File: src/hw/rtl/spdlq_pkg.sv
// Package for the shared-pool dual-list queue: sizes, operation codes,
// transaction layouts and the structs passed between the block's modules.
// No dependencies.
package spdlq_pkg;

	localparam int POOL_SLOTS = 16;
	localparam int HANDLE_W   = 16;
	localparam int SLOT_W     = $clog2(POOL_SLOTS);
	localparam int CNT_W      = $clog2(POOL_SLOTS + 1);

	typedef enum logic [2:0] {
		MODE_PUSH_TX  = 3'd0,
		MODE_PUSH_RX  = 3'd1,
		MODE_FIRST_TX = 3'd2,
		MODE_FIRST_RX = 3'd3,
		MODE_NEXT     = 3'd4,
		MODE_REMOVE   = 3'd5,
		MODE_READ     = 3'd6
	} mode_t;

	typedef enum logic [1:0] {
		ST_IDLE,
		ST_EXEC,
		ST_FETCH,
		ST_HOLD
	} state_t;

	// input transaction, first field in the highest bits
	typedef struct packed {
		logic                cursor_present;
		logic [SLOT_W-1:0]   cursor_slot;
		logic [HANDLE_W-1:0] frame_handle;
		mode_t               mode;
	} in_item_t;

	// result transaction, first field in the highest bits
	typedef struct packed {
		logic [CNT_W-1:0]    slots_free;
		logic [CNT_W-1:0]    rx_used;
		logic [CNT_W-1:0]    tx_used;
		logic [HANDLE_W-1:0] frame_out;
		logic                slot_found;
		logic [SLOT_W-1:0]   result_slot;
		logic                success;
	} result_t;

	localparam int IN_W  = (($bits(in_item_t) + 7) / 8) * 8;
	localparam int OUT_W = (($bits(result_t) + 7) / 8) * 8;

	// per-slot flag updates from the sequencer
	typedef struct packed {
		logic              set_en;
		logic [SLOT_W-1:0] set_slot;
		logic              set_rx;
		logic              set_hn;
		logic              clr_en;
		logic [SLOT_W-1:0] clr_slot;
		logic              hn_en;
		logic [SLOT_W-1:0] hn_slot;
		logic              hn_val;
	} flag_cmd_t;

	// per-slot flags and the lowest free slot
	typedef struct packed {
		logic [POOL_SLOTS-1:0] busy;
		logic [POOL_SLOTS-1:0] in_rx;
		logic [POOL_SLOTS-1:0] has_next;
		logic                  free_found;
		logic [SLOT_W-1:0]     free_slot;
	} flag_view_t;

	// one write and one read port of a link memory
	typedef struct packed {
		logic              we;
		logic [SLOT_W-1:0] waddr;
		logic [SLOT_W-1:0] wdata;
		logic              re;
		logic [SLOT_W-1:0] raddr;
	} link_port_t;

	// one write and one read port of the handle memory
	typedef struct packed {
		logic                we;
		logic [SLOT_W-1:0]   waddr;
		logic [HANDLE_W-1:0] wdata;
		logic                re;
		logic [SLOT_W-1:0]   raddr;
	} frame_port_t;

endpackage

File: src/hw/rtl/spdlq_ram.sv
// Generic simple dual-port RAM: one write port, one read port with
// registered read data. No dependencies.
module spdlq_ram #(
	parameter int WIDTH = 8,
	parameter int DEPTH = 16
) (
	input  logic                     clk,
	input  logic                     we,
	input  logic [$clog2(DEPTH)-1:0] waddr,
	input  logic [WIDTH-1:0]         wdata,
	input  logic                     re,
	input  logic [$clog2(DEPTH)-1:0] raddr,
	output logic [WIDTH-1:0]         rdata
);

	logic [WIDTH-1:0] mem [DEPTH];

	// write and registered read
	always_ff @(posedge clk) begin
		if (we) begin
			mem[waddr] <= wdata;
		end
		if (re) begin
			rdata <= mem[raddr];
		end
	end

endmodule

File: src/hw/rtl/spdlq_flags.sv
// Per-slot busy, receive-list and has-next flags with the lowest free slot finder.
// Depends on spdlq_pkg.
module spdlq_flags (
	input  logic                   clk,
	input  logic                   arst_n,
	input  spdlq_pkg::flag_cmd_t   cmd,
	output spdlq_pkg::flag_view_t  view
);
	import spdlq_pkg::*;

	logic [POOL_SLOTS-1:0] busy_q;
	logic [POOL_SLOTS-1:0] in_rx_q;
	logic [POOL_SLOTS-1:0] has_next_q;
	logic                  free_found;
	logic [SLOT_W-1:0]     free_slot;

	// apply link flag update, then slot claim, then slot release
	always_ff @(posedge clk or negedge arst_n) begin
		if (!arst_n) begin
			busy_q     <= '0;
			in_rx_q    <= '0;
			has_next_q <= '0;
		end else begin
			if (cmd.hn_en) begin
				has_next_q[cmd.hn_slot] <= cmd.hn_val;
			end
			if (cmd.set_en) begin
				busy_q[cmd.set_slot]     <= 1'b1;
				in_rx_q[cmd.set_slot]    <= cmd.set_rx;
				has_next_q[cmd.set_slot] <= cmd.set_hn;
			end
			if (cmd.clr_en) begin
				busy_q[cmd.clr_slot]     <= 1'b0;
				in_rx_q[cmd.clr_slot]    <= 1'b0;
				has_next_q[cmd.clr_slot] <= 1'b0;
			end
		end
	end

	// find the lowest free slot
	always_comb begin
		free_found = 1'b0;
		free_slot  = '0;
		for (int i = POOL_SLOTS - 1; i >= 0; i--) begin
			if (!busy_q[i]) begin
				free_found = 1'b1;
				free_slot  = SLOT_W'(i);
			end
		end
	end

	assign view.busy       = busy_q;
	assign view.in_rx      = in_rx_q;
	assign view.has_next   = has_next_q;
	assign view.free_found = free_found;
	assign view.free_slot  = free_slot;

endmodule

File: src/hw/rtl/spdlq_ctrl.sv
// Operation sequencer: list heads and counts, memory read-modify-write of the
// link and handle memories, and result assembly. Depends on spdlq_pkg.
module spdlq_ctrl (
	input  logic                       clk,
	input  logic                       arst_n,
	input  logic                       in_valid,
	output logic                       in_ready,
	input  spdlq_pkg::in_item_t        in_item,
	input  logic                       out_free,
	output logic                       res_valid,
	output spdlq_pkg::result_t         res,
	input  spdlq_pkg::flag_view_t      flags,
	output spdlq_pkg::flag_cmd_t       flag_cmd,
	output spdlq_pkg::frame_port_t     frame_port,
	input  logic [spdlq_pkg::HANDLE_W-1:0] frame_rd,
	output spdlq_pkg::link_port_t      next_port,
	input  logic [spdlq_pkg::SLOT_W-1:0]   next_rd,
	output spdlq_pkg::link_port_t      prev_port,
	input  logic [spdlq_pkg::SLOT_W-1:0]   prev_rd
);
	import spdlq_pkg::*;

	state_t              state_q, state_d;
	mode_t               mode_q;
	logic [HANDLE_W-1:0] handle_q;
	logic [SLOT_W-1:0]   cursor_q;
	logic                cur_ok_q;
	logic [SLOT_W-1:0]   nslot_q;
	result_t             res_q, res_d;
	logic [SLOT_W-1:0]   tx_head_q, rx_head_q, tx_head_d, rx_head_d;
	logic [CNT_W-1:0]    tx_cnt_q, rx_cnt_q, tx_cnt_d, rx_cnt_d;
	logic                accept;
	logic                cur_ok_in;
	logic                go_fetch;
	logic                sel_rx;
	logic [SLOT_W-1:0]   head_sel, new_head;
	logic [CNT_W-1:0]    cnt_sel;
	logic                hn;

	assign accept    = in_valid && in_ready;
	assign cur_ok_in = in_item.cursor_present
		&& ({1'b0, in_item.cursor_slot} < (SLOT_W + 1)'(POOL_SLOTS))
		&& flags.busy[in_item.cursor_slot];

	// latch the transaction and the cursor check
	always_ff @(posedge clk) begin
		if (accept) begin
			mode_q   <= in_item.mode;
			handle_q <= in_item.frame_handle;
			cursor_q <= in_item.cursor_slot;
			cur_ok_q <= cur_ok_in;
		end
		if (state_q == ST_EXEC) begin
			nslot_q <= next_rd;
		end
		if (state_q == ST_EXEC || state_q == ST_FETCH) begin
			res_q <= res_d;
		end
	end

	// state, heads and counts
	always_ff @(posedge clk or negedge arst_n) begin
		if (!arst_n) begin
			state_q   <= ST_IDLE;
			tx_head_q <= '0;
			rx_head_q <= '0;
			tx_cnt_q  <= '0;
			rx_cnt_q  <= '0;
		end else begin
			state_q   <= state_d;
			tx_head_q <= tx_head_d;
			rx_head_q <= rx_head_d;
			tx_cnt_q  <= tx_cnt_d;
			rx_cnt_q  <= rx_cnt_d;
		end
	end

	// memory accesses, flag updates and result of the current step
	always_comb begin
		frame_port = '0;
		next_port  = '0;
		prev_port  = '0;
		flag_cmd   = '0;
		res_d      = '0;
		go_fetch   = 1'b0;
		tx_head_d  = tx_head_q;
		rx_head_d  = rx_head_q;
		tx_cnt_d   = tx_cnt_q;
		rx_cnt_d   = rx_cnt_q;
		sel_rx     = 1'b0;
		head_sel   = tx_head_q;
		cnt_sel    = tx_cnt_q;
		new_head   = tx_head_q;
		hn         = 1'b0;
		case (state_q)
			ST_IDLE: begin
				// start reads for the slot the operation addresses
				frame_port.re = accept;
				next_port.re  = accept;
				prev_port.re  = accept;
				next_port.raddr = in_item.cursor_slot;
				prev_port.raddr = in_item.cursor_slot;
				case (in_item.mode)
					MODE_FIRST_TX: frame_port.raddr = tx_head_q;
					MODE_FIRST_RX: frame_port.raddr = rx_head_q;
					default:       frame_port.raddr = in_item.cursor_slot;
				endcase
			end
			ST_EXEC: begin
				case (mode_q)
					MODE_PUSH_TX, MODE_PUSH_RX: begin
						sel_rx   = (mode_q == MODE_PUSH_RX);
						head_sel = sel_rx ? rx_head_q : tx_head_q;
						cnt_sel  = sel_rx ? rx_cnt_q : tx_cnt_q;
						if (flags.free_found) begin
							// store handle and link new slot in front of the head
							frame_port.we    = 1'b1;
							frame_port.waddr = flags.free_slot;
							frame_port.wdata = handle_q;
							next_port.we     = 1'b1;
							next_port.waddr  = flags.free_slot;
							next_port.wdata  = (cnt_sel != '0) ? head_sel : '0;
							prev_port.we     = (cnt_sel != '0);
							prev_port.waddr  = head_sel;
							prev_port.wdata  = flags.free_slot;
							flag_cmd.set_en   = 1'b1;
							flag_cmd.set_slot = flags.free_slot;
							flag_cmd.set_rx   = sel_rx;
							flag_cmd.set_hn   = (cnt_sel != '0);
							if (sel_rx) begin
								rx_head_d = flags.free_slot;
								rx_cnt_d  = rx_cnt_q + CNT_W'(1);
							end else begin
								tx_head_d = flags.free_slot;
								tx_cnt_d  = tx_cnt_q + CNT_W'(1);
							end
							res_d.success = 1'b1;
						end
					end
					MODE_FIRST_TX, MODE_FIRST_RX: begin
						sel_rx   = (mode_q == MODE_FIRST_RX);
						head_sel = sel_rx ? rx_head_q : tx_head_q;
						cnt_sel  = sel_rx ? rx_cnt_q : tx_cnt_q;
						if (cnt_sel != '0) begin
							res_d.success     = 1'b1;
							res_d.slot_found  = 1'b1;
							res_d.result_slot = head_sel;
							res_d.frame_out   = frame_rd;
						end
					end
					MODE_NEXT: begin
						// follow the link, then read the handle of the next slot
						if (cur_ok_q && flags.has_next[cursor_q]) begin
							go_fetch         = 1'b1;
							frame_port.re    = 1'b1;
							frame_port.raddr = next_rd;
						end
					end
					MODE_REMOVE: begin
						if (cur_ok_q) begin
							sel_rx   = flags.in_rx[cursor_q];
							head_sel = sel_rx ? rx_head_q : tx_head_q;
							cnt_sel  = sel_rx ? rx_cnt_q : tx_cnt_q;
							hn       = flags.has_next[cursor_q];
							new_head = head_sel;
							// unlink from the head or from the previous slot
							if (head_sel == cursor_q) begin
								new_head = hn ? next_rd : '0;
							end else begin
								next_port.we    = 1'b1;
								next_port.waddr = prev_rd;
								next_port.wdata = next_rd;
								flag_cmd.hn_en   = 1'b1;
								flag_cmd.hn_slot = prev_rd;
								flag_cmd.hn_val  = hn;
							end
							prev_port.we    = hn;
							prev_port.waddr = next_rd;
							prev_port.wdata = (new_head == next_rd) ? '0 : prev_rd;
							flag_cmd.clr_en   = 1'b1;
							flag_cmd.clr_slot = cursor_q;
							if (sel_rx) begin
								rx_head_d = new_head;
								if (rx_cnt_q != '0) begin
									rx_cnt_d = rx_cnt_q - CNT_W'(1);
								end
							end else begin
								tx_head_d = new_head;
								if (tx_cnt_q != '0) begin
									tx_cnt_d = tx_cnt_q - CNT_W'(1);
								end
							end
							res_d.success   = 1'b1;
							res_d.frame_out = frame_rd;
						end
					end
					MODE_READ: begin
						if (cur_ok_q) begin
							res_d.success   = 1'b1;
							res_d.frame_out = frame_rd;
						end
					end
					default: begin
					end
				endcase
			end
			ST_FETCH: begin
				res_d.success     = 1'b1;
				res_d.slot_found  = 1'b1;
				res_d.result_slot = nslot_q;
				res_d.frame_out   = frame_rd;
			end
			default: begin
			end
		endcase
		// report counts after the operation
		res_d.tx_used    = tx_cnt_d;
		res_d.rx_used    = rx_cnt_d;
		res_d.slots_free = CNT_W'(POOL_SLOTS) - tx_cnt_d - rx_cnt_d;
	end

	// next state
	always_comb begin
		state_d = state_q;
		case (state_q)
			ST_IDLE: begin
				if (accept) begin
					state_d = ST_EXEC;
				end
			end
			ST_EXEC: begin
				if (go_fetch) begin
					state_d = ST_FETCH;
				end else begin
					state_d = out_free ? ST_IDLE : ST_HOLD;
				end
			end
			ST_FETCH: state_d = out_free ? ST_IDLE : ST_HOLD;
			ST_HOLD:  state_d = out_free ? ST_IDLE : ST_HOLD;
			default:  state_d = ST_IDLE;
		endcase
	end

	// handshake and result outputs
	always_comb begin
		in_ready  = 1'b0;
		res_valid = 1'b0;
		res       = res_d;
		case (state_q)
			ST_IDLE:  in_ready  = 1'b1;
			ST_EXEC:  res_valid = !go_fetch;
			ST_FETCH: res_valid = 1'b1;
			ST_HOLD: begin
				res_valid = 1'b1;
				res       = res_q;
			end
			default: begin
			end
		endcase
	end

endmodule

File: src/hw/rtl/shared_pool_dual_list_queue.sv
// Shared-pool dual-list queue: transmit and receive lists over one slot pool.
// Each operation reads the handle and link memories when accepted and writes them back
// in the exec state (a next that finds a slot reads the handle again in the fetch
// state); the result is registered at the output, and no new input is taken meanwhile.
// Reset: asynchronous, clears flags, heads, counts and handshake; memories keep contents.
// Depends on spdlq_pkg, spdlq_ram, spdlq_flags, spdlq_ctrl.
module shared_pool_dual_list_queue (
	input  logic                         clk,
	input  logic                         arst_n,
	input  logic                         s_tvalid,
	output logic                         s_tready,
	// mode[2:0], frame_handle[18:3], cursor_slot[22:19], cursor_present[23]
	input  logic [spdlq_pkg::IN_W-1:0]   s_tdata,
	output logic                         m_tvalid,
	input  logic                         m_tready,
	// success[0], result_slot[4:1], slot_found[5], frame_out[21:6],
	// tx_used[26:22], rx_used[31:27], slots_free[36:32], zero fill above
	output logic [spdlq_pkg::OUT_W-1:0]  m_tdata
);
	import spdlq_pkg::*;

	in_item_t            in_item;
	result_t             res;
	result_t             out_q;
	logic                res_valid;
	logic                out_free;
	logic                m_tvalid_q;
	flag_cmd_t           flag_cmd;
	flag_view_t          flags;
	frame_port_t         frame_port;
	link_port_t          next_port;
	link_port_t          prev_port;
	logic [HANDLE_W-1:0] frame_rd;
	logic [SLOT_W-1:0]   next_rd;
	logic [SLOT_W-1:0]   prev_rd;

	assign in_item  = s_tdata[$bits(in_item_t)-1:0];
	assign out_free = !m_tvalid_q || m_tready;

	spdlq_ctrl u_ctrl (
		.clk        (clk),
		.arst_n     (arst_n),
		.in_valid   (s_tvalid),
		.in_ready   (s_tready),
		.in_item    (in_item),
		.out_free   (out_free),
		.res_valid  (res_valid),
		.res        (res),
		.flags      (flags),
		.flag_cmd   (flag_cmd),
		.frame_port (frame_port),
		.frame_rd   (frame_rd),
		.next_port  (next_port),
		.next_rd    (next_rd),
		.prev_port  (prev_port),
		.prev_rd    (prev_rd)
	);

	spdlq_flags u_flags (
		.clk    (clk),
		.arst_n (arst_n),
		.cmd    (flag_cmd),
		.view   (flags)
	);

	spdlq_ram #(.WIDTH(HANDLE_W), .DEPTH(POOL_SLOTS)) u_frame_ram (
		.clk   (clk),
		.we    (frame_port.we),
		.waddr (frame_port.waddr),
		.wdata (frame_port.wdata),
		.re    (frame_port.re),
		.raddr (frame_port.raddr),
		.rdata (frame_rd)
	);

	spdlq_ram #(.WIDTH(SLOT_W), .DEPTH(POOL_SLOTS)) u_next_ram (
		.clk   (clk),
		.we    (next_port.we),
		.waddr (next_port.waddr),
		.wdata (next_port.wdata),
		.re    (next_port.re),
		.raddr (next_port.raddr),
		.rdata (next_rd)
	);

	spdlq_ram #(.WIDTH(SLOT_W), .DEPTH(POOL_SLOTS)) u_prev_ram (
		.clk   (clk),
		.we    (prev_port.we),
		.waddr (prev_port.waddr),
		.wdata (prev_port.wdata),
		.re    (prev_port.re),
		.raddr (prev_port.raddr),
		.rdata (prev_rd)
	);

	// output register: hold a result until the downstream transaction completes
	always_ff @(posedge clk or negedge arst_n) begin
		if (!arst_n) begin
			m_tvalid_q <= 1'b0;
		end else if (out_free) begin
			m_tvalid_q <= res_valid;
		end
	end

	always_ff @(posedge clk) begin
		if (out_free && res_valid) begin
			out_q <= res;
		end
	end

	assign m_tvalid = m_tvalid_q;
	assign m_tdata  = {(OUT_W - $bits(result_t))'(0), out_q};

endmodule

File: config.mk
export PLATFORM = sky130hd
export DESIGN_NAME = shared_pool_dual_list_queue
export DESIGN_NICKNAME = d
export VERILOG_FILES = /design/src/hw/rtl/spdlq_pkg.sv /design/src/hw/rtl/spdlq_ram.sv /design/src/hw/rtl/spdlq_flags.sv /design/src/hw/rtl/spdlq_ctrl.sv /design/src/hw/rtl/shared_pool_dual_list_queue.sv
export SDC_FILE = /design/constraint.sdc
export NUM_CORES = 1
export LEC_CHECK = 0
export BUFFER_PORTS_ARGS = -buffer_cell sky130_fd_sc_hd__buf_4
export CAP_MARGIN = 20
export CORE_MARGIN = 2
export CORE_UTILIZATION = 50
export DETAILED_ROUTE_END_ITERATION = 6
export GPL_TIMING_DRIVEN = 1
export PLACE_DENSITY = 0.74
export SETUP_SLACK_MARGIN = 0.4
export SYNTH_ARGS = -nofsm -noshare
export SYNTH_HDL_FRONTEND = slang
export SYNTH_SLANG_ARGS = --single-unit
File: constraint.sdc
create_clock -name clk -period 4.1 [get_ports clk]
set_clock_uncertainty 0.1 [all_clocks]
set_input_delay 0.82 -clock clk [delete_from_list [all_inputs] [get_ports clk]]
set_output_delay 0.82 -clock clk [all_outputs]
set_load 0.03 [all_outputs]
==> Word-level counts from Yosys, hierarchy flattened <==
Memory sizes are Yosys's and may differ from the RTL's. A register that Yosys moved wholly into a read port is not among the register bits.
Index checks and enable logic that the tools add are counted.
{ "op_classes": {"eq_ne": 20, "n_mul": 0, "bitwise_logic": 5, "shift": 0, "muxes": 137, "reduce_logical": 24, "n_div": 0, "magnitude_cmp": 8, "addsub": 6} }
{ "ops": {"columns": ["op", "count"], "rows": [
  ["4-bit two-way mux", 34],
  ["16-bit two-way mux", 8],
  ["5-bit two-way mux", 18],
  ["21-bit two-way mux", 3],
  ["9-bit two-way mux", 7],
  ["16-bit bitwise AND", 3],
  ["16-bit bitwise mux", 3],
  ["22-bit case mux with 2 select lines", 1],
  ["37-bit two-way mux", 1],
  ["9-bit case mux with 2 select lines", 2],
  ["1-bit two-way mux", 34],
  ["16-bit case mux with 2 select lines", 1],
  ["5-bit case mux with 2 select lines", 3],
  ["4-bit by 5-bit less-than comparator with 1-bit output, second input constant", 5],
  ["4-bit case mux with 2 select lines", 3],
  ["11-bit two-way mux", 2],
  ["22-bit two-way mux", 1],
  ["5-bit nonzero test", 4],
  ["18-bit two-way mux", 1],
  ["16-bit inverter", 1],
  ["16-bit bitwise OR", 1],
  ["7-bit two-way mux", 2],
  ["1-bit binary-select mux with 4-bit select", 3],
  ["1-bit demux with 4-bit select", 3],
  ["other kinds (26)", 56]
]} }
{ "totals": {"reg_bits": 171, "output_inout_bits": 42, "n_memories": 3, "mem_bits_rw": 384, "word_cells": 231, "inputBits": 28, "latch_bits": 0, "rom_bits": 0} }
{ "mem_list": {"columns": ["name", "words", "width", "read_ports", "rd_clocked_by_memory_dff", "wr", "line_no", "text"], "rows": [
  ["u_frame_ram.mem", 16, 16, 1, 1, 1, "spdlq_ram.sv:16", "logic [WIDTH-1:0] mem [DEPTH];"],
  ["u_next_ram.mem", 16, 4, 1, 1, 1, "spdlq_ram.sv:16", null],
  ["u_prev_ram.mem", 16, 4, 1, 1, 1, "spdlq_ram.sv:16", null]
]} }

==> Logic depth before layout (Yosys ltp) <==
Gate-level depths: netlist of the first run.
{ "logic_depth": {"word_depth": 29, "ltp_mapped": 21, "depth_no_buf": 18} }

==> Cells and area by module <==
Synthesis of the first run repeated with hierarchy kept, for this count alone.
{ "hier_totals": {"cells_unflattened": 1688, "area_unflattened_um2": 25819.8} }
{ "modules_own_cells": {"columns": ["module", "cells_per_inst", "instances", "area_per_inst_um2", "seq_area_each_um2"], "rows": [
  ["spdlq_ram (u_frame_ram)", 432, 1, 10203.5, 8167.8],
  ["spdlq_ctrl", 675, 1, 6475.0, 2452.4],
  ["spdlq_ram (u_next_ram ...)", 130, 2, 2706.3, 2042.0],
  ["spdlq_flags", 276, 1, 2537.4, 1201.2],
  ["shared_pool_dual_list_queue", 45, 1, 1191.1, 1136.1]
]} }

==> Worst setup path after synthesis of the first run <==
OpenSTA, ideal clock, no wires.
{ "synth_timing": {"path_kind": "register to register", "start": "register u_ctrl.cursor_q[2]", "end": "register out_q, in the netlist m_tdata[36] (data pin)", "setup_time_ns": 0.260, "path_stages_with_launch": 19, "required_ns": 3.740, "path_slack_ns": -0.081, "synth_period_minus_slack_ns": 4.181, "arrival_ns": 3.822, "n_path_buf": 2, "path_cell_list": "edfxtp_1 -> buf_2 -> mux2_2 -> a2bb2oi_1 -> nand3_1 -> o21ai_1 -> buf_2 -> a31oi_1 -> or3_1 -> a22o_1 -> ha_1 -> inv_1 -> ha_1 -> a21o_1 -> a21oi_1 -> xor2_1 -> xnor2_1 -> xnor2_1 -> mux2_2"} }
{ "synth_rtl": {"columns": ["element", "line_no", "text"], "rows": [
  ["start, declared", "spdlq_ctrl.sv:26", "logic [SLOT_W-1:0] cursor_q;"],
  ["start signal, assigned", "spdlq_ctrl.sv:50", "cursor_q <= in_item.cursor_slot;"],
  ["end signal, assigned", "shared_pool_dual_list_queue.sv:107", "out_q <= res;"],
  ["end, declared", "shared_pool_dual_list_queue.sv:24", "result_t out_q;"]
]} }

==> results of run 1 <==
## final cells by class
cell class,count,area share [%]
flip-flops and latches,579,57.5
multi-input cells,1240,27.9
repair buffers,197,5.56
clock buffers,70,4.83
well taps,672,2.83
clock inverters,31,1.02
inverters,33,0.418
## sequential cells by signal, indices dropped and copies added, names as in the netlist, 37 cells and up
register / count
u_prev_ram.mem: 64
m_tdata: 37
u_next_ram.mem: 64
u_frame_ram.mem: 256
u_ctrl.res_q: 37
## per-layer routing
metal / wire length [um] / share of wire, % / GRT usage (%)
met1: 27200 / 43 / 34.3
met2: 29500 / 46 / 37.6
met3: 5440 / 8.6 / 4.00
met4: 1470 / 2.3 / 6.88
met5: 0 / 0 / 0
## power groups by stage
| stage | Combinational [mW] | Sequential, mW | Clock (mW) |
|---|---|---|---|
| after floorplan | 2.83 | 8.01 | 0 |
| after global placement | 4.53 | 7.95 | 0 |
| after detailed placement | 4.63 | 7.96 | 0 |
| after CTS | 4.87 | 7.85 | 4.96 |
| after global routing | 5.54 | 7.93 | 5.19 |
| final | 5.17 | 7.87 | 4.88 |
## cells by family (layout without fill, tap and decap cells)
family	Yosys count	in the layout	share of synthesized area, %
fa+ha+maj	16	16	0.821
compound gates	311	313	8.13
other cells	1	3	0.0148
buf+inv	155	331	2.53
mux	170	170	7.80
xor+xnor	10	10	0.346
simple gates	728	728	13.0
flops	579	579	67.4
## cells in the mapped netlist, types with 8 or more instances
cell / number / area (um2)
nand4_1: 29 / 181
a2111oi_0: 16 / 140
nand2b_1: 13 / 81.3
a22o_1: 14 / 123
buf_2: 26 / 130
buf_1: 12 / 45.0
and2_0: 18 / 113
clkbuf_1: 78 / 293
nor3_1: 32 / 160
a21o_1: 8 / 60.1
nor2_1: 163 / 612
mux2_2: 87 / 980
edfxtp_1: 510 / 15300
a31oi_1: 21 / 131
a21oi_1: 91 / 455
o21ai_0: 52 / 260
and3_1: 22 / 138
a221o_1: 10 / 100
nor2b_1: 10 / 62.6
a211oi_1: 29 / 218
a22oi_1: 16 / 120
and2_1: 26 / 163
mux2i_1: 70 / 701
mux4_2: 12 / 270
nand2_1: 299 / 1120
o31ai_1: 9 / 67.6
ha_1: 15 / 188
dfrtp_1: 69 / 1730
a32o_1: 8 / 80.1
inv_1: 33 / 124
nand3_1: 86 / 430
## worst paths after layout
path	depth (start not counted)	startpoint	end	slack, ns
min	1	arst_n	u_flags.busy_q[11]$_DFF_PN0_	0.23
max reg2reg	17	u_ctrl.cursor_q[3]$_DFFE_PP_	m_tdata[36]$_DFFE_PP_	0.11
min reg2reg	2	u_flags.in_rx_q[14]$_DFF_PN0_	u_flags.in_rx_q[14]$_DFF_PN0_	0.43
max	17	u_ctrl.cursor_q[3]$_DFFE_PP_	m_tdata[36]$_DFFE_PP_	0.11
min in group clk	1	s_tdata[10]	u_ctrl.handle_q[7]$_DFFE_PP_	0.28
max in group asynchronous	1	arst_n	u_ctrl.rx_head_q[2]$_DFFE_PN0P_	3.04
## per-stage QoR
stage	hold slack (ns)	cells	power [mW]	util, %	TNS, ns
finish	0.230	2822	17.9	59.2	0
floorplan	0.324	1972	10.8	-	0
CTS	0.250	2803	17.7	58.3	0
global placement	0.414	2695	12.5	54.3	0
global route	0.251	2822	18.7	59.2	-0.0438
detailed placement	0.417	2695	12.6	54.3	-0.0926
## what timing repair did
item | 4_1_cts | 5_1_grt
buffers inserted | 5 | 13
endpoints found under the setup margin | 178 | 175
pin swaps | 21 | 30
gates cloned | 2 | 4
gates resized for setup | 61 | 85
## layout by cell type, fill, tap and decap left out, types with 9 or more instances in the layout
master,count
mux4_2,12
a221o_1,10
o21ai_0,45
a2111oi_2,11
buf_6,15
clkinv_1,12
nor2_2,15
nand2_1,295
a22oi_1,13
and3_1,22
and2_0,18
nor2_4,13
a21oi_1,85
clkbuf_16,56
nand3_1,83
nand4_1,29
and2_1,24
nor3_1,23
dfrtp_1,69
buf_4,173
inv_1,30
a22o_1,11
clkbuf_1,15
mux2i_1,70
mux2_2,86
a211oi_1,25
a31oi_1,21
edfxtp_1,510
clkinv_2,9
nor2_1,137
nand2b_1,12
o31ai_1,9
==> results.md, run 1 <==
* Status: complete, no violations
* Hold Path Class: input pin to async pin
* Root Buffer Master: clkbuf_16
* Gr ovfl total at 0
* RSZ-0062 raised after global routing: yes
* PD cells at 604 nW/um2
* Vias per cell at 5.99
* I/O Pins at 70
* Normalized max-slew margin at 30.5%
* Number of fill cells in the layout at 3873
* Setup crit start kind: flop
* PortBufs at 66
* # diodes at 0
* Data arrival, critical path at 4.25 ns
* Core Area at 50100 um2
* Vias after detailed routing at 16900
* Global-route usage over all layers at 23.8%
* Crit path max fanout at 7
* First-pass GRT wire length at 96100 um
* Critical-path cell list: mux4_2 > mux2i_4 > o21ai_4 > buf_6 > nand2_2 > a221o_1 > nand2_1 > o21ai_2 > inv_2 > ha_4 > ha_4 > a21o_1 > a21oi_2 > xor2_1 > xnor2_1 > xnor2_1 > mux2_4
* Area of the multi-input gates at 8270 um2
* Nets at 2149
* Sw frac at 32.7%
* Antenna violations before repair at 1
* Skew-Pair Late Insertion Delay at 0.63 ns
* CTS tree: built
* H-tree depth at 2
* Setup WS pre-CTS at -0.0926 ns
* Leak Pwr at 10.7 nW
* Sequential Power Share at 43.9%
* Cts hold-fix bufs at 0
* #FFs+latches synth at 579
* Final wirelength at 63600 um
* CTS sink cnt at 579
* Max Cap Violations at 0
* Drc violations at 0
* Reg area at 17000 um2
* Yosys cell types at 71
* Share of cells above drive strength 1 at 22.7%
* Worst VDD drop at 0.472 mV
* Clk buf depth at 3
* Syn Area/Cell at 12.8 um2
* Number of global-route vias before repair at 16500
* Post-synthesis sequential area ratio at 67.4%
* Buffers & Inverters on Critical Path at 2
* Least-Margin Pin Slew at 1.03 ns
* Final setup viols at 0
* Initial drt markers at 2166
* Post-detailed-route wirelength per cell at 22.5 um
* Die footprint at 52400 um2
* DP HPWL at 40200 um
* Logic gate share of total power at 28.8%
* Setup crit end kind: flop
* Routed Antenna Nets at 0
* Area Growth Syn to Fin at 17.3%
* CP max-delay cell: edfxtp_1
* Largest net degree at the start of global routing at 70
* Final Slew Violations at 0
* Syn. warnings at 0
* GPL Wtd Cong at 0.944
* Post-synthesis cell area at 25300 um2
* Final hold viol count at 0
* Clock network power share at 27.2%
* Max stage delay on crit path at 0.45 ns
* P_sw at 5.87 mW
* Max Fclk at 0.251 GHz
* Final period util at 97.2%
* DP Area at 27200 um2
* Clk pin slew, worst setup/hold paths at 0.06 ns
* Asr flop ratio synth at 11.9%
* TritonCTS Buffers at 54
* Crit-path leading delay family: compound AO/OA/AOI/OAI gates
* Row count at 82
* Synth Flop Type: edfxtp_1
* Setup CP Type: flop to flop
* Internal power at 12.1 mW
* Die Height at 229 um
* Gate Count Post-Synth at 1970
* Post-layout min period at 3.99 ns
* Fin worst setup slack at 0.114 ns
* Initial Util at 50.5%
* Worst Path Required at 4.36 ns
* Final Instance Area at 29700 um2
* Die Span X at 229 um
* First-pass DRT Iterations at 5
* Post-synth EDFFs at 510
(Power assumes the default switching activity.)
==> run 2, diff against run 1 <==
--- a/config.mk
+++ b/config.mk
@@ -15,4 +15,5 @@
 export SETUP_SLACK_MARGIN = 0.4
 export SYNTH_ARGS = -nofsm -noshare
 export SYNTH_HDL_FRONTEND = slang
+export SYNTH_HIERARCHICAL = 1
 export SYNTH_SLANG_ARGS = --single-unit
==> constraint.sdc (replaced) <==
create_clock -name clk -period 4.1 [get_ports clk]
set_clock_uncertainty 0.1 [all_clocks]
set_input_delay 0 -clock clk [delete_from_list [all_inputs] [get_ports clk]]
set_output_delay 0 -clock clk [all_outputs]
set_load 0.03 [all_outputs]
==> run 2 against run 1 <==
Net effect: the flow now finishes with violations (design-rule violations, negative setup slack); register-to-register slack got worse by 0.26 ns; clock power is 5.9% higher; power is 1.9% lower; worst hold slack worse by 0.21 ns; final cell count shrank 5.9%; sequential cell count is the same; utilization is 1.7 points higher; non-clock buffer count rose by 94; critical path depth decreased by 1; critical path type unchanged; critical endpoint unchanged; largest cell class unchanged; highest routed layer unchanged.
==> results.md, run 2 <==
* Status: finished with violations
* Failing checks: design-rule violations, negative setup slack
* Buffers & Inverters on Critical Path at 1 (-1)
* PD cells at 564 nW/um2 (-6.7%)
* Global-route usage over all layers at 24.1% (+0.31 points)
* Post-synthesis cell area at 25800 um2 (+2.1%)
* Nets at 1977 (-8.0%)
* Final hold viol count at 0 (unchanged)
* Mux share of post-synthesis cell area at 13.2% (+5.4 points)
* Synth Flop Type: edfxtp_1
* Asr flop ratio synth at 11.9% (unchanged)
* R2R cell count at 16 (-1)
* Post-synth EDFFs at 510 (unchanged)
* Data arrival, critical path at 4.59 ns (+0.34 ns)
* I/O Pins at 70 (unchanged)
* Critical register-to-register path startpoint: u_ctrl/cursor_q[0]$_DFFE_PP_
* Cell with the most instances after synthesis: edfxtp_1
* Worst VDD drop at 0.365 mV (-23%)
* Hold path depth at 2
* CTS tree: built
* Leak Pwr at 11.1 nW (+3.9%)
* Top reg by flops: u_frame_ram/mem
* Vias after detailed routing at 16300 (-3.9%)
* Gate Count Post-Synth at 1688 (-14%)
* Setup total negative slack at -0.714 ns (-0.714 ns)
* #FFs+latches synth at 579 (unchanged)
* Fin worst setup slack at -0.151 ns (-0.264 ns)
* Gr ovfl total at 0 (unchanged)
* Initial Util at 50.4% (-0.086 points)
* Hold Path Class: input pin to flop
* Setup crit start kind: flop
* Clk buf depth at 3 (unchanged)
* Die Span X at 231 um (+1.0%)
* Final setup viols at 14 (+14)
* Drc violations at 4 (+4)
* Vias per cell at 6.12 (+2.1%)
* Setup CP Type: flop to flop
* Post-synthesis sequential area ratio at 66.0% (-1.4 points)
* Skew-Pair Late Insertion Delay at 0.62 ns (about the same)
* Max Cap Violations at 0 (unchanged)
* Area Growth Syn to Fin at 20.8%
* Syn Area/Cell at 15.3 um2 (+19%)
* Synth area leader: edfxtp_1
* DP HPWL at 40100 um (-0.30%)
* First-pass GRT wire length at 97300 um (+1.2%)
* Biggest regs: u_frame_ram/mem x256, u_next_ram/mem x64, u_prev_ram/mem x64
* Initial drt markers at 2146 (-0.92%)
* CP max-delay cell: mux4_2
* Final period util at 104% (+6.4 points)
* FF-to-FF End: m_tdata[36]$_DFFE_PP_
* Die Height at 231 um (+1.0%)
* GPL Wtd Cong at 0.937 (-0.77%)
* Synth top area cells: edfxtp_1, dfrtp_1, mux4_2
* Simple-gate portion of the synthesized area at 9.91% (-3.1 points)
* Worst Path Required at 4.44 ns (+0.08 ns)
* Row count at 83 (+1.2%)
* Max Fclk at 0.235 GHz (-6.2%)
* Clk pin slew, worst setup/hold paths at 0.06 ns (about the same)
* Crit path max fanout at 7 (unchanged)
* Root Buffer Master: clkbuf_16
* Critical-path cell list: buf_6 > mux2i_4 > mux4_2 > nand2b_4 > nand4_1 > nor4_1 > o31ai_1 > and2_1 > ha_4 > ha_4 > a21o_1 > a21oi_2 > xnor2_2 > nor4b_2 > or4_4 > a31oi_1
* TritonCTS Buffers at 55 (+1.9%)
* Hold path endpoint: u_ctrl/handle_q[4]$_DFFE_PP_
* First-pass DRT Iterations at 7 (+2)
* PortBufs at 66 (unchanged)
* Max reg flops at 256 (unchanged)
* Max stage delay on crit path at 0.52 ns (+0.07 ns)
* Die footprint at 53500 um2 (+2.0%)
* Post-layout min period at 4.25 ns (+0.264 ns)
* Combinational family with the most area after synthesis: multiplexers
* Adder-cell share of the synthesized area at 0.804% (-0.017 points)
* Setup crit end kind: flop
* Area share of the largest cell type after synthesis at 59.3% (-1.2 points)
* Number of global-route vias before repair at 16100 (-2.1%)
* Synth cell count leaders: edfxtp_1, nor2_1, nand2_1
* Xor and xnor area share after synthesis at 0.339% (-0.0071 points)
* Crit-path leading delay family: simple AND/OR/NAND/NOR gates
* Routed Antenna Nets at 0 (unchanged)
* Post-route met1 wirelength at 27400 um (+0.73%)
* Largest net degree at the start of global routing at 69 (-1.4%)
* Routed wl met3 at 5010 um (-7.9%)
* # diodes at 0 (unchanged)
* Final Slew Violations at 0 (unchanged)
* Fin Hold WS at 0.0175 ns (-0.213 ns)
* Syn. warnings at 6 (+6)
* Commonest non-fill, non-tap cell in the layout: edfxtp_1
* Total Power at 17.6 mW (-1.9%)
* Setup slack, reg-to-reg at -0.15 ns (-0.26 ns)
* Hold Crit Start: s_tdata[7]
* CTS sink cnt at 579 (unchanged)
* Top Layer Used: met4
* Share of cells above drive strength 1 at 30.4% (+7.7 points)
* Most Frequent Cell on Critical Path: ha_4
* Normalized max-slew margin at 32.0% (+1.5 points)
* Final wirelength at 65200 um (+2.5%)
* Yosys cell types at 90 (+27%)
* Complex-gate fraction of the synthesized area at 6.82% (-1.3 points)
* RSZ-0062 raised after global routing: yes
* Core Area at 51200 um2 (+2.3%)
* Metal2 WL at 30900 um (+4.8%)
* Antenna violations before repair at 0 (-1)
* Least-Margin Pin Slew at 1.02 ns (-0.0119 ns)
* Post-detailed-route wirelength per cell at 24.5 um (+8.9%)
* Most frequent cells in the layout: edfxtp_1, buf_4, nor2_1
* H-tree depth at 2 (unchanged)
==> run 2: cell types whose count changed after synthesis, moves of 16 or more <==
| cell | previous run | this run |
|---|---|---|
| nor2_1 | 163 | 127 |
| nand3_1 | 86 | 39 |
| mux4_1 | 0 | 38 |
| a22oi_1 | 16 | 44 |
| mux4_2 | 12 | 69 |
| and3_1 | 22 | 38 |
| mux2_2 | 87 | 34 |
| clkbuf_1 | 78 | 54 |
| o21ai_0 | 52 | 33 |
| buf_4 | 5 | 21 |
| mux2i_1 | 70 | 48 |
| nand2_1 | 299 | 100 |
| a21oi_1 | 91 | 51 |
| and2_0 | 18 | 1 |
==> run 2: where the power goes <==
group | switching (mW) | total (mW) | internal, mW
Clock | 2.19 | 5.17 | 2.98
Sequential | 0.363 | 7.61 | 7.25
Combinational | 2.79 | 4.79 | 2.00
==> run 2: final cells by class <==
| class | count | area, um2 |
|---|---|---|
| timing repair buffer | 291 | 2460 |
| inverter | 40 | 150 |
| clock buffer | 65 | 1410 |
| multi-input combinational | 966 | 8860 |
| sequential | 579 | 17000 |
| clock inverter | 35 | 419 |
| fill | 3602 | 20000 |
| tap | 680 | 851 |
==> run 2: repair_timing <==
action,4_1_cts,5_1_grt
resized for setup,105,96
cloned,3,4
pin swaps,36,48
hold buffers,34,0
endpoints found under the hold margin,96,0
setup endpoints to repair,178,436
buffers inserted,17,13
==> run 2: worst reg2reg max path, delay by kind of cell (launching register included) <==
family | cells | cell delay [ns]
flip-flops | 1 | 0.42
adder cells (fa/ha/maj) | 2 | 0.42
AND/OR/NAND/NOR | 6 | 1.22
AO/OA/AOI/OAI | 4 | 0.87
multiplexers | 2 | 0.71
buffers and inverters | 1 | 0.17
XOR/XNOR | 1 | 0.17
==> run 2: worst max path at each step <==
stage | from | endpoint | slack (ns) | depth (start not counted)
after floorplan | u_ctrl/cursor_q[0]$_DFFE_PP_ | m_tdata[36]$_DFFE_PP_ | 0.008 | 17
after global placement | u_ctrl/cursor_q[0]$_DFFE_PP_ | m_tdata[36]$_DFFE_PP_ | -0.002 | 17
after detailed placement | u_ctrl/cursor_q[0]$_DFFE_PP_ | m_tdata[36]$_DFFE_PP_ | -0.12 | 17
after CTS | u_ctrl/cursor_q[0]$_DFFE_PP_ | m_tdata[36]$_DFFE_PP_ | -0.07 | 17
after global routing | u_ctrl/cursor_q[0]$_DFFE_PP_ | m_tdata[36]$_DFFE_PP_ | -0.28 | 17
final | u_ctrl/cursor_q[0]$_DFFE_PP_ | m_tdata[36]$_DFFE_PP_ | -0.15 | 16
==> run 2: metal layers <==
layer | GRT usage [%] | up-vias
met5 | 0 | -
met3 | 5.13 | 133
met2 | 37.7 | 778
met1 | 33.6 | 8222
li1 | - | 7127
met4 | 8.69 | 0
==> run 2: cells by family (layout without fill, tap and decap cells) <==
kind of cell,Yosys count,count (layout)
AO/OA/AOI/OAI,251,253
XOR/XNOR,10,10
adder cells (fa/ha/maj),16,16
buffers and inverters,148,431
flip-flops,579,579
multiplexers,189,189
other,1,3
AND/OR/NAND/NOR,494,495
==> run 2: through the flow <==
step / utilization [%] / instance area, um2 / cells / setup slack (ns)
6_report: 60.9 / 31200 / 2656 / -0.151
5_1_grt: 60.9 / 31200 / 2656 / -0.280
4_1_cts: 59.9 / 30700 / 2639 / -0.0747
3_5_place_dp: 54.5 / 27900 / 2485 / -0.115
3_3_place_gp: 54.5 / 27900 / 2484 / -0.00229
2_1_floorplan: - / 25900 / 1690 / 0.00836
